<file path="config.mk">
export PLATFORM = sky130hd
export DESIGN_NAME = mqtt_receive_deframer
export DESIGN_NICKNAME = d
export VERILOG_FILES = /design/src/hw/rtl/mrd_pkg.sv /design/src/hw/rtl/mrd_parse.sv /design/src/hw/rtl/mrd_fifo.sv /design/src/hw/rtl/mqtt_receive_deframer.sv
export SDC_FILE = /design/constraint.sdc
export NUM_CORES = 1
export LEC_CHECK = 0
export BUFFER_PORTS_ARGS = -buffer_cell sky130_fd_sc_hd__buf_2
export CAP_MARGIN = 0
export CELL_PAD_IN_SITES_DETAIL_PLACEMENT = 1
export CELL_PAD_IN_SITES_GLOBAL_PLACEMENT = 1
export CORE_MARGIN = 2
export CORE_UTILIZATION = 35
export DETAILED_ROUTE_END_ITERATION = 7
export GPL_ROUTABILITY_DRIVEN = 0
export GPL_TIMING_DRIVEN = 1
export PLACE_DENSITY_LB_ADDON = 0.08
export SETUP_SLACK_MARGIN = 0.5
export SLEW_MARGIN = 30
export SYNTH_ARGS = -nofsm -noshare
export SYNTH_HDL_FRONTEND = slang
export SYNTH_HIERARCHICAL = 1
export SYNTH_SLANG_ARGS = --single-unit
</file>
<file path="constraint.sdc">
create_clock -name clk -period 4.9 [get_ports clk]
set_clock_uncertainty 0.15 [all_clocks]
set_input_delay 0.245 -clock clk [delete_from_list [all_inputs] [get_ports clk]]
set_output_delay 0.245 -clock clk [all_outputs]
set_load 0.03 [all_outputs]
</file>
<file path="src/hw/rtl/mrd_pkg.sv">
// shared types and codes for the mqtt receive deframer
package mrd_pkg;

  localparam logic [2:0] ROLE_HEADER  = 3'd0;
  localparam logic [2:0] ROLE_LENGTH  = 3'd1;
  localparam logic [2:0] ROLE_TLEN    = 3'd2;
  localparam logic [2:0] ROLE_TOPIC   = 3'd3;
  localparam logic [2:0] ROLE_PID     = 3'd4;
  localparam logic [2:0] ROLE_PAYLOAD = 3'd5;
  localparam logic [2:0] ROLE_IGNORED = 3'd6;

  localparam logic [3:0] KIND_PUBLISH = 4'd3;

  localparam int QUEUE_DEPTH = 4;
  localparam int QUEUE_AW    = $clog2(QUEUE_DEPTH);

  typedef struct packed {
    logic [2:0] byte_role;
    logic [7:0] data_out;
    logic [3:0] packet_kind;
    logic [1:0] qos_level;
    logic       packet_end;
    logic       publish_malformed;
    logic       length_error;
  } mrd_result_t;

endpackage

</file>
<file path="src/hw/rtl/mrd_parse.sv">
// front end: per-byte packet parser that tags each byte with its role
module mrd_parse (
  input  logic                clk,
  input  logic                rst,
  input  logic                accept,
  input  logic [7:0]          rx_byte,
  output mrd_pkg::mrd_result_t result
);
  import mrd_pkg::*;

  localparam logic [2:0] PH_HEADER  = 3'd0;
  localparam logic [2:0] PH_LENGTH  = 3'd1;
  localparam logic [2:0] PH_TLEN    = 3'd2;
  localparam logic [2:0] PH_TOPIC   = 3'd3;
  localparam logic [2:0] PH_PID     = 3'd4;
  localparam logic [2:0] PH_PAYLOAD = 3'd5;
  localparam logic [2:0] PH_IGNORE  = 3'd6;

  logic [2:0]  phase, phase_next;
  logic [7:0]  hdr, hdr_next;
  logic [27:0] rem, rem_next;
  logic [1:0]  vidx, vidx_next;
  logic [15:0] tlen, tlen_next;
  logic [15:0] fcnt, fcnt_next;
  logic        malf, malf_next;

  logic [27:0] len_part;
  logic [27:0] rem_dec;
  logic [16:0] need;
  logic [15:0] fcnt_dec;
  logic        qos_nz;
  logic [2:0]  role;
  logic        pkt_end;
  logic        lerr;

  assign qos_nz   = (hdr[2:1] != 2'd0);
  assign rem_dec  = rem - 28'd1;
  assign fcnt_dec = fcnt - 16'd1;

  // 7-bit varint group placed at its weight
  always_comb begin
    unique case (vidx)
      2'd0: len_part = {21'd0, rx_byte[6:0]};
      2'd1: len_part = {14'd0, rx_byte[6:0], 7'd0};
      2'd2: len_part = {7'd0, rx_byte[6:0], 14'd0};
      default: len_part = {rx_byte[6:0], 21'd0};
    endcase
  end

  always_comb begin
    phase_next = phase;
    hdr_next   = hdr;
    rem_next   = rem;
    vidx_next  = vidx;
    tlen_next  = tlen;
    fcnt_next  = fcnt;
    malf_next  = malf;
    role       = ROLE_HEADER;
    pkt_end    = 1'b0;
    lerr       = 1'b0;
    need       = 17'd0;

    if (phase == PH_LENGTH) begin
      role     = ROLE_LENGTH;
      rem_next = rem | len_part;
      if (rx_byte[7]) begin
        if (vidx == 2'd3) begin
          lerr       = 1'b1;
          phase_next = PH_HEADER;
        end else begin
          vidx_next = vidx + 2'd1;
        end
      end else begin
        vidx_next = 2'd0;
        if (hdr[7:4] == KIND_PUBLISH) begin
          malf_next  = malf | (rem_next < 28'd2);
          phase_next = malf_next ? PH_IGNORE : PH_TLEN;
        end else begin
          phase_next = PH_IGNORE;
        end
        if (rem_next == 28'd0) begin
          pkt_end    = 1'b1;
          phase_next = PH_HEADER;
        end
      end
    end else if (phase >= PH_TLEN && phase <= PH_IGNORE) begin
      rem_next = rem_dec;
      unique case (phase)
        PH_TLEN: begin
          role = ROLE_TLEN;
          if (vidx == 2'd0) begin
            tlen_next = {rx_byte, 8'd0};
            vidx_next = 2'd1;
          end else begin
            tlen_next = tlen | {8'd0, rx_byte};
            vidx_next = 2'd0;
            need      = {1'b0, tlen_next} + (qos_nz ? 17'd2 : 17'd0);
            if ({11'd0, need} > rem_dec) begin
              malf_next  = 1'b1;
              phase_next = PH_IGNORE;
            end else if (tlen_next != 16'd0) begin
              phase_next = PH_TOPIC;
              fcnt_next  = tlen_next;
            end else if (qos_nz) begin
              phase_next = PH_PID;
              fcnt_next  = 16'd2;
            end else begin
              phase_next = PH_PAYLOAD;
            end
          end
        end
        PH_TOPIC: begin
          role      = ROLE_TOPIC;
          fcnt_next = fcnt_dec;
          if (fcnt_dec == 16'd0) begin
            if (qos_nz) begin
              phase_next = PH_PID;
              fcnt_next  = 16'd2;
            end else begin
              phase_next = PH_PAYLOAD;
            end
          end
        end
        PH_PID: begin
          role      = ROLE_PID;
          fcnt_next = fcnt_dec;
          if (fcnt_dec == 16'd0) phase_next = PH_PAYLOAD;
        end
        PH_PAYLOAD: role = ROLE_PAYLOAD;
        default:    role = ROLE_IGNORED;
      endcase
      if (rem_dec == 28'd0) begin
        pkt_end    = 1'b1;
        phase_next = PH_HEADER;
        vidx_next  = 2'd0;
      end
    end else begin
      // fixed header, also taken for the unused phase code
      hdr_next   = rx_byte;
      rem_next   = 28'd0;
      vidx_next  = 2'd0;
      tlen_next  = 16'd0;
      fcnt_next  = 16'd0;
      malf_next  = 1'b0;
      phase_next = PH_LENGTH;
    end
  end

  always_comb begin
    result.byte_role         = role;
    result.data_out          = rx_byte;
    result.packet_kind       = hdr_next[7:4];
    result.qos_level         = hdr_next[2:1];
    result.packet_end        = pkt_end;
    result.publish_malformed = malf_next;
    result.length_error      = lerr;
  end

  always_ff @(posedge clk) begin
    if (rst) begin
      phase <= PH_HEADER;
      hdr   <= 8'd0;
      rem   <= 28'd0;
      vidx  <= 2'd0;
      tlen  <= 16'd0;
      fcnt  <= 16'd0;
      malf  <= 1'b0;
    end else if (accept) begin
      phase <= phase_next;
      hdr   <= hdr_next;
      rem   <= rem_next;
      vidx  <= vidx_next;
      tlen  <= tlen_next;
      fcnt  <= fcnt_next;
      malf  <= malf_next;
    end
  end

endmodule

</file>
<file path="src/hw/rtl/mrd_fifo.sv">
// back end: small result queue that holds tagged bytes until popped
module mrd_fifo (
  input  logic                 clk,
  input  logic                 rst,
  input  logic                 wr_en,
  input  mrd_pkg::mrd_result_t wr_data,
  output logic                 full,
  input  logic                 rd_en,
  output mrd_pkg::mrd_result_t rd_data,
  output logic                 empty
);
  import mrd_pkg::*;

  mrd_result_t         slots [QUEUE_DEPTH];
  logic [QUEUE_AW-1:0] wr_ptr;
  logic [QUEUE_AW-1:0] rd_ptr;
  logic [QUEUE_AW:0]   count;
  logic                do_wr;
  logic                do_rd;

  assign full    = (count == (QUEUE_AW+1)'(QUEUE_DEPTH));
  assign empty   = (count == '0);
  assign do_wr   = wr_en && !full;
  assign do_rd   = rd_en && !empty;
  assign rd_data = slots[rd_ptr];

  always_ff @(posedge clk) begin
    if (do_wr) slots[wr_ptr] <= wr_data;
  end

  always_ff @(posedge clk) begin
    if (rst) begin
      wr_ptr <= '0;
      rd_ptr <= '0;
      count  <= '0;
    end else begin
      if (do_wr) wr_ptr <= wr_ptr + QUEUE_AW'(1);
      if (do_rd) rd_ptr <= rd_ptr + QUEUE_AW'(1);
      unique case ({do_wr, do_rd})
        2'b10:   count <= count + (QUEUE_AW+1)'(1);
        2'b01:   count <= count - (QUEUE_AW+1)'(1);
        default: count <= count;
      endcase
    end
  end

endmodule

</file>
<file path="src/hw/rtl/mqtt_receive_deframer.sv">
// top level of the mqtt 3.1.1 receive deframer
//
// Takes received mqtt bytes one per transaction and returns one tagged result
// per byte, in order: its role (fixed header, remaining-length varint byte,
// topic length byte, topic byte, packet id byte, payload byte or ignored body
// byte), the byte itself, the packet type and qos of the current fixed header,
// an end-of-packet mark, a malformed-publish flag and a length error on an
// overlong varint. A byte is taken in a clock cycle when push is high and full is low; the
// parser updates its whole state in the cycle a byte is taken, so one byte per
// cycle is sustained while full is low. Its result is written into a
// four-entry queue and shows on the result ports once older results are popped.
// The queue lets the consumer stall without stopping the input until four results wait.
module mqtt_receive_deframer (
  input  logic       clk,
  input  logic       rst,
  // input side
  input  logic       push,
  output logic       full,
  input  logic [7:0] rx_byte,
  // result side
  output logic       empty,
  input  logic       pop,
  output logic [2:0] byte_role,
  output logic [7:0] data_out,
  output logic [3:0] packet_kind,
  output logic [1:0] qos_level,
  output logic       packet_end,
  output logic       publish_malformed,
  output logic       length_error
);
  import mrd_pkg::*;

  mrd_result_t parsed;
  mrd_result_t head;
  logic        accept;

  // a byte is taken only when the queue has room for its result
  assign accept = push && !full;

  // front: parser state machine
  mrd_parse u_parse (
    .clk     (clk),
    .rst     (rst),
    .accept  (accept),
    .rx_byte (rx_byte),
    .result  (parsed)
  );

  // back: result queue toward the consumer
  mrd_fifo u_fifo (
    .clk     (clk),
    .rst     (rst),
    .wr_en   (accept),
    .wr_data (parsed),
    .full    (full),
    .rd_en   (pop),
    .rd_data (head),
    .empty   (empty)
  );

  // oldest waiting result onto the ports
  assign byte_role         = head.byte_role;
  assign data_out          = head.data_out;
  assign packet_kind       = head.packet_kind;
  assign qos_level         = head.qos_level;
  assign packet_end        = head.packet_end;
  assign publish_malformed = head.publish_malformed;
  assign length_error      = head.length_error;

endmodule
</file>
==> metrics.cfg <==
[layout]
final_util_pct = 39.6
final_nets = 1016
finalNonFillerCells = 1313
area_growth_pct = 11.6
diodes = 0
drive_gt1_share_pct = 16.5

[worst_setup_path]
slowest_stage = or4_1
worst-path-max-fanout = 12
critPathRequiredTime_ns = 5.09
worstReg2RegStart = u_parse/hdr[2]$_SDFFE_PP0P_
cp_num_buf_inv = 2
cpPeakStageDelay_ns = 0.51
crit_path_end_kind = register
reg2reg_to = u_parse/fcnt[6]$_SDFFE_PP0P_
critPathKind = register to register
crit_family = simple AND/OR/NAND/NOR gates
arrival_ns = 4.36
cp_cell_sequence = nor2_1 > inv_1 > ha_2 > ha_1 > o21ai_0 > or4_4 > nor3b_2 > xor2_1 > ha_1 > a21o_1 > a21o_1 > a21oi_1 > a21boi_1 > o211ai_4 > a211oi_2 > buf_6 > or4_1 > o21ai_0
reg2reg_slack_ns = 0.73
path_depth = 18
reg2reg_depth = 18
start_kind = register

[sta]
grt_setup_unrepaired = no
period_share_pct = 85.1
tns_ns = 0
fin_hold_ws_ns = 0.0422
maxSlewHeadroom_pct = 45.9
drv_slew = 0
setup_viol = 0
max_freq_mhz = 240
fin_ws_ns = 0.730
finalHoldViolCount = 0
period_minus_slack_ns = 4.17
max_slew.worst_pin.slew_ns = 0.809

[cts]
path_clk_slew_ns = 0.07
cts_buffers = 17
htreeDepth = 4
clockBufferDepth = 2
cts-root-buf = clkbuf_16
cts.sinks = 161
clk-insertion-delay-late_ns = 0.42
hold_buffers = 0
cts_tree = done

[global_routing]
grt_max_degree = 50
grt_pass1_vias = 7682
antenna_found_initial = 0
grt_usage_pct = 20.9
grt.overflow.total = 0
grt_pass1_wl_um = 45200

[die]
start_util_pct = 35.5
num_rows = 59
ios = 34
die_x_um = 166
dieArea_sq_um = 27700
die_h_um = 166
core-area_sq_um = 26000

[logic_synthesis]
synth_nets = 1010
synthMuxAreaShare_pct = 6.37
ys_ff_latch = 161
syn_inst = 959
synth_common_cells = nor2_1, dfxtp_1, edfxtp_1
avgSynthCellArea_sq_um = 9.63
yosysMostFrequentCell = nor2_1
synth_top_family_by_area = simple AND/OR/NAND/NOR gates
yosys.area.top_type = edfxtp_1
synth_area_sq_um = 9230
synth_edf_count = 80
synth_top_cell_area_share_pct = 26.0
yosysSeqAreaShare_pct = 43.6
yosys.area_share.xor_xnor_pct = 4.27
yosys.area_share.simple_pct = 18.4
synthAdderAreaFrac_pct = 5.48
async_flop_share_pct = 0
yosysWarnings = 6
ys_types = 81
synth_compound_area_share_pct = 16.7
synthFlopType = dfxtp_1
synthTopCellsByArea = edfxtp_1, dfxtp_1, ha_1

[route]
drtIter0Drc = 482
viasPerCell = 5.66
ant_nets = 0
wirelength_um = 28600
via_count = 7437
drc = 0
first_pass_iters = 6
wl_per_cell_um = 21.8

[min_path]
min_path_type = input port to register
min_from = pop
min_delay_path_depth = 4

[placed_design]
dp_hpwl_um = 19600
place_ws_ns = 0.567
port_buffers = 33
place_inst = 1280

[pwr]
power_density_nw_per_um2 = 622
ir_drop_mv = 0.321
p_leak_uw = 0.00376

[flow_run]
max-cap-violations = 0

[run_status]
status = completed

==> worst register-to-register path, cell delays in order (launching register included) <==
cell and delay, ns:
dfxtp_1 0.35, nor2_1 0.09, inv_1 0.11, ha_2 0.19, ha_1 0.17, o21ai_0 0.13
or4_4 0.49, nor3b_2 0.20, xor2_1 0.18, ha_1 0.26, a21o_1 0.18, a21o_1 0.17
a21oi_1 0.13, a21boi_1 0.11, o211ai_4 0.28, a211oi_2 0.12, buf_6 0.18, or4_1 0.51
o21ai_0 0.09
==> cell type report <==
| class | instances | area, sq um |
|---|---|---|
| timing repair buffer | 61 | 379 |
| fill | 2942 | 15700 |
| multi-input combinational | 691 | 4780 |
| tap | 335 | 419 |
| clock inverter | 14 | 146 |
| sequential | 161 | 4030 |
| inverter | 33 | 124 |
| clock buffer | 18 | 429 |
==> logic make-up after synthesis <==
group	Yosys count
AND/OR/NAND/NOR	331
AO/OA/AOI/OAI	242
flip-flops	161
buffers and inverters	107
XOR/XNOR	45
adder cells (fa/ha/maj)	40
multiplexers	33
==> state kept, by name, summed over array words and instances, names as in the netlist, named ones only <==
register	flops
u_fifo/slots	80
u_parse/rem	28
u_parse/fcnt	16
u_parse/tlen	16
u_parse/hdr	6
u_fifo/count	3
u_parse/phase	3
u_fifo/rd_ptr	2
u_fifo/wr_ptr	2
u_parse/vidx	2
u_parse/malf	1
==> power by group <==
group / internal [uW] / switching (uW)
logic: 1150 / 1980
clock network: 721 / 629
registers: 1700 / 230
total: 3570 / 2840
==> per-stage QoR <==
stage | area (sq um) | power, uW
global route | 10300 | 6860
detailed placement | 9680 | 5050
floorplan | 9230 | 4140
global placement | 9670 | 5050
CTS | 10300 | 6430
finish | 10300 | 6410
==> worst max-delay path by stage <==
stage                                         endpoint                         from  slack, ns
after global routing      u_parse/fcnt[6]$_SDFFE_PP0P_  u_parse/hdr[2]$_SDFFE_PP0P_       0.49
after detailed placement  u_parse/fcnt[6]$_SDFFE_PP0P_  u_parse/hdr[1]$_SDFFE_PP0P_       0.57
final                     u_parse/fcnt[6]$_SDFFE_PP0P_  u_parse/hdr[2]$_SDFFE_PP0P_       0.73
after CTS                 u_parse/fcnt[6]$_SDFFE_PP0P_  u_parse/hdr[2]$_SDFFE_PP0P_       0.53
after global placement    u_parse/fcnt[6]$_SDFFE_PP0P_  u_parse/hdr[2]$_SDFFE_PP0P_       0.68
after floorplan           u_parse/fcnt[6]$_SDFFE_PP0P_                   rx_byte[1]       1.02
==> layer usage <==
| metal | up-vias | routed length (um) | global-route usage (%) |
|---|---|---|---|
| li1 | 3547 | - | - |
| met1 | 3761 | 14100 | 29.3 |
| met2 | 117 | 13400 | 34.4 |
| met3 | 12 | 939 | 3.38 |
| met4 | 0 | 223 | 3.60 |
| met5 | - | 0 | 0 |
==> layout by cell type, fill, tap and decap left out, types with 9 or more instances in the layout <==
cell	Yosys	layout
a22oi_1	11	11
dfxtp_1	81	80
or3_1	13	13
edfxtp_1	80	80
xor2_1	20	20
nand3_1	12	12
inv_1	32	32
ha_1	38	37
a21oi_1	79	79
nand2b_1	14	14
nand4_1	26	26
nand2_1	65	64
buf_2	5	33
buf_4	14	27
xnor2_1	25	24
nor2_1	105	104
nor4_1	10	9
o32ai_1	9	9
o22ai_1	11	11
nor3_1	28	27
o21ai_0	61	60
mux4_2	20	20
clkbuf_16	0	17
==> what timing repair did <==
item | 4_1_cts | 5_1_grt
setup endpoints to repair | 0 | 21
buffers inserted | 0 | 1
resized for setup | 0 | 11
(Power assumes the default switching activity.)
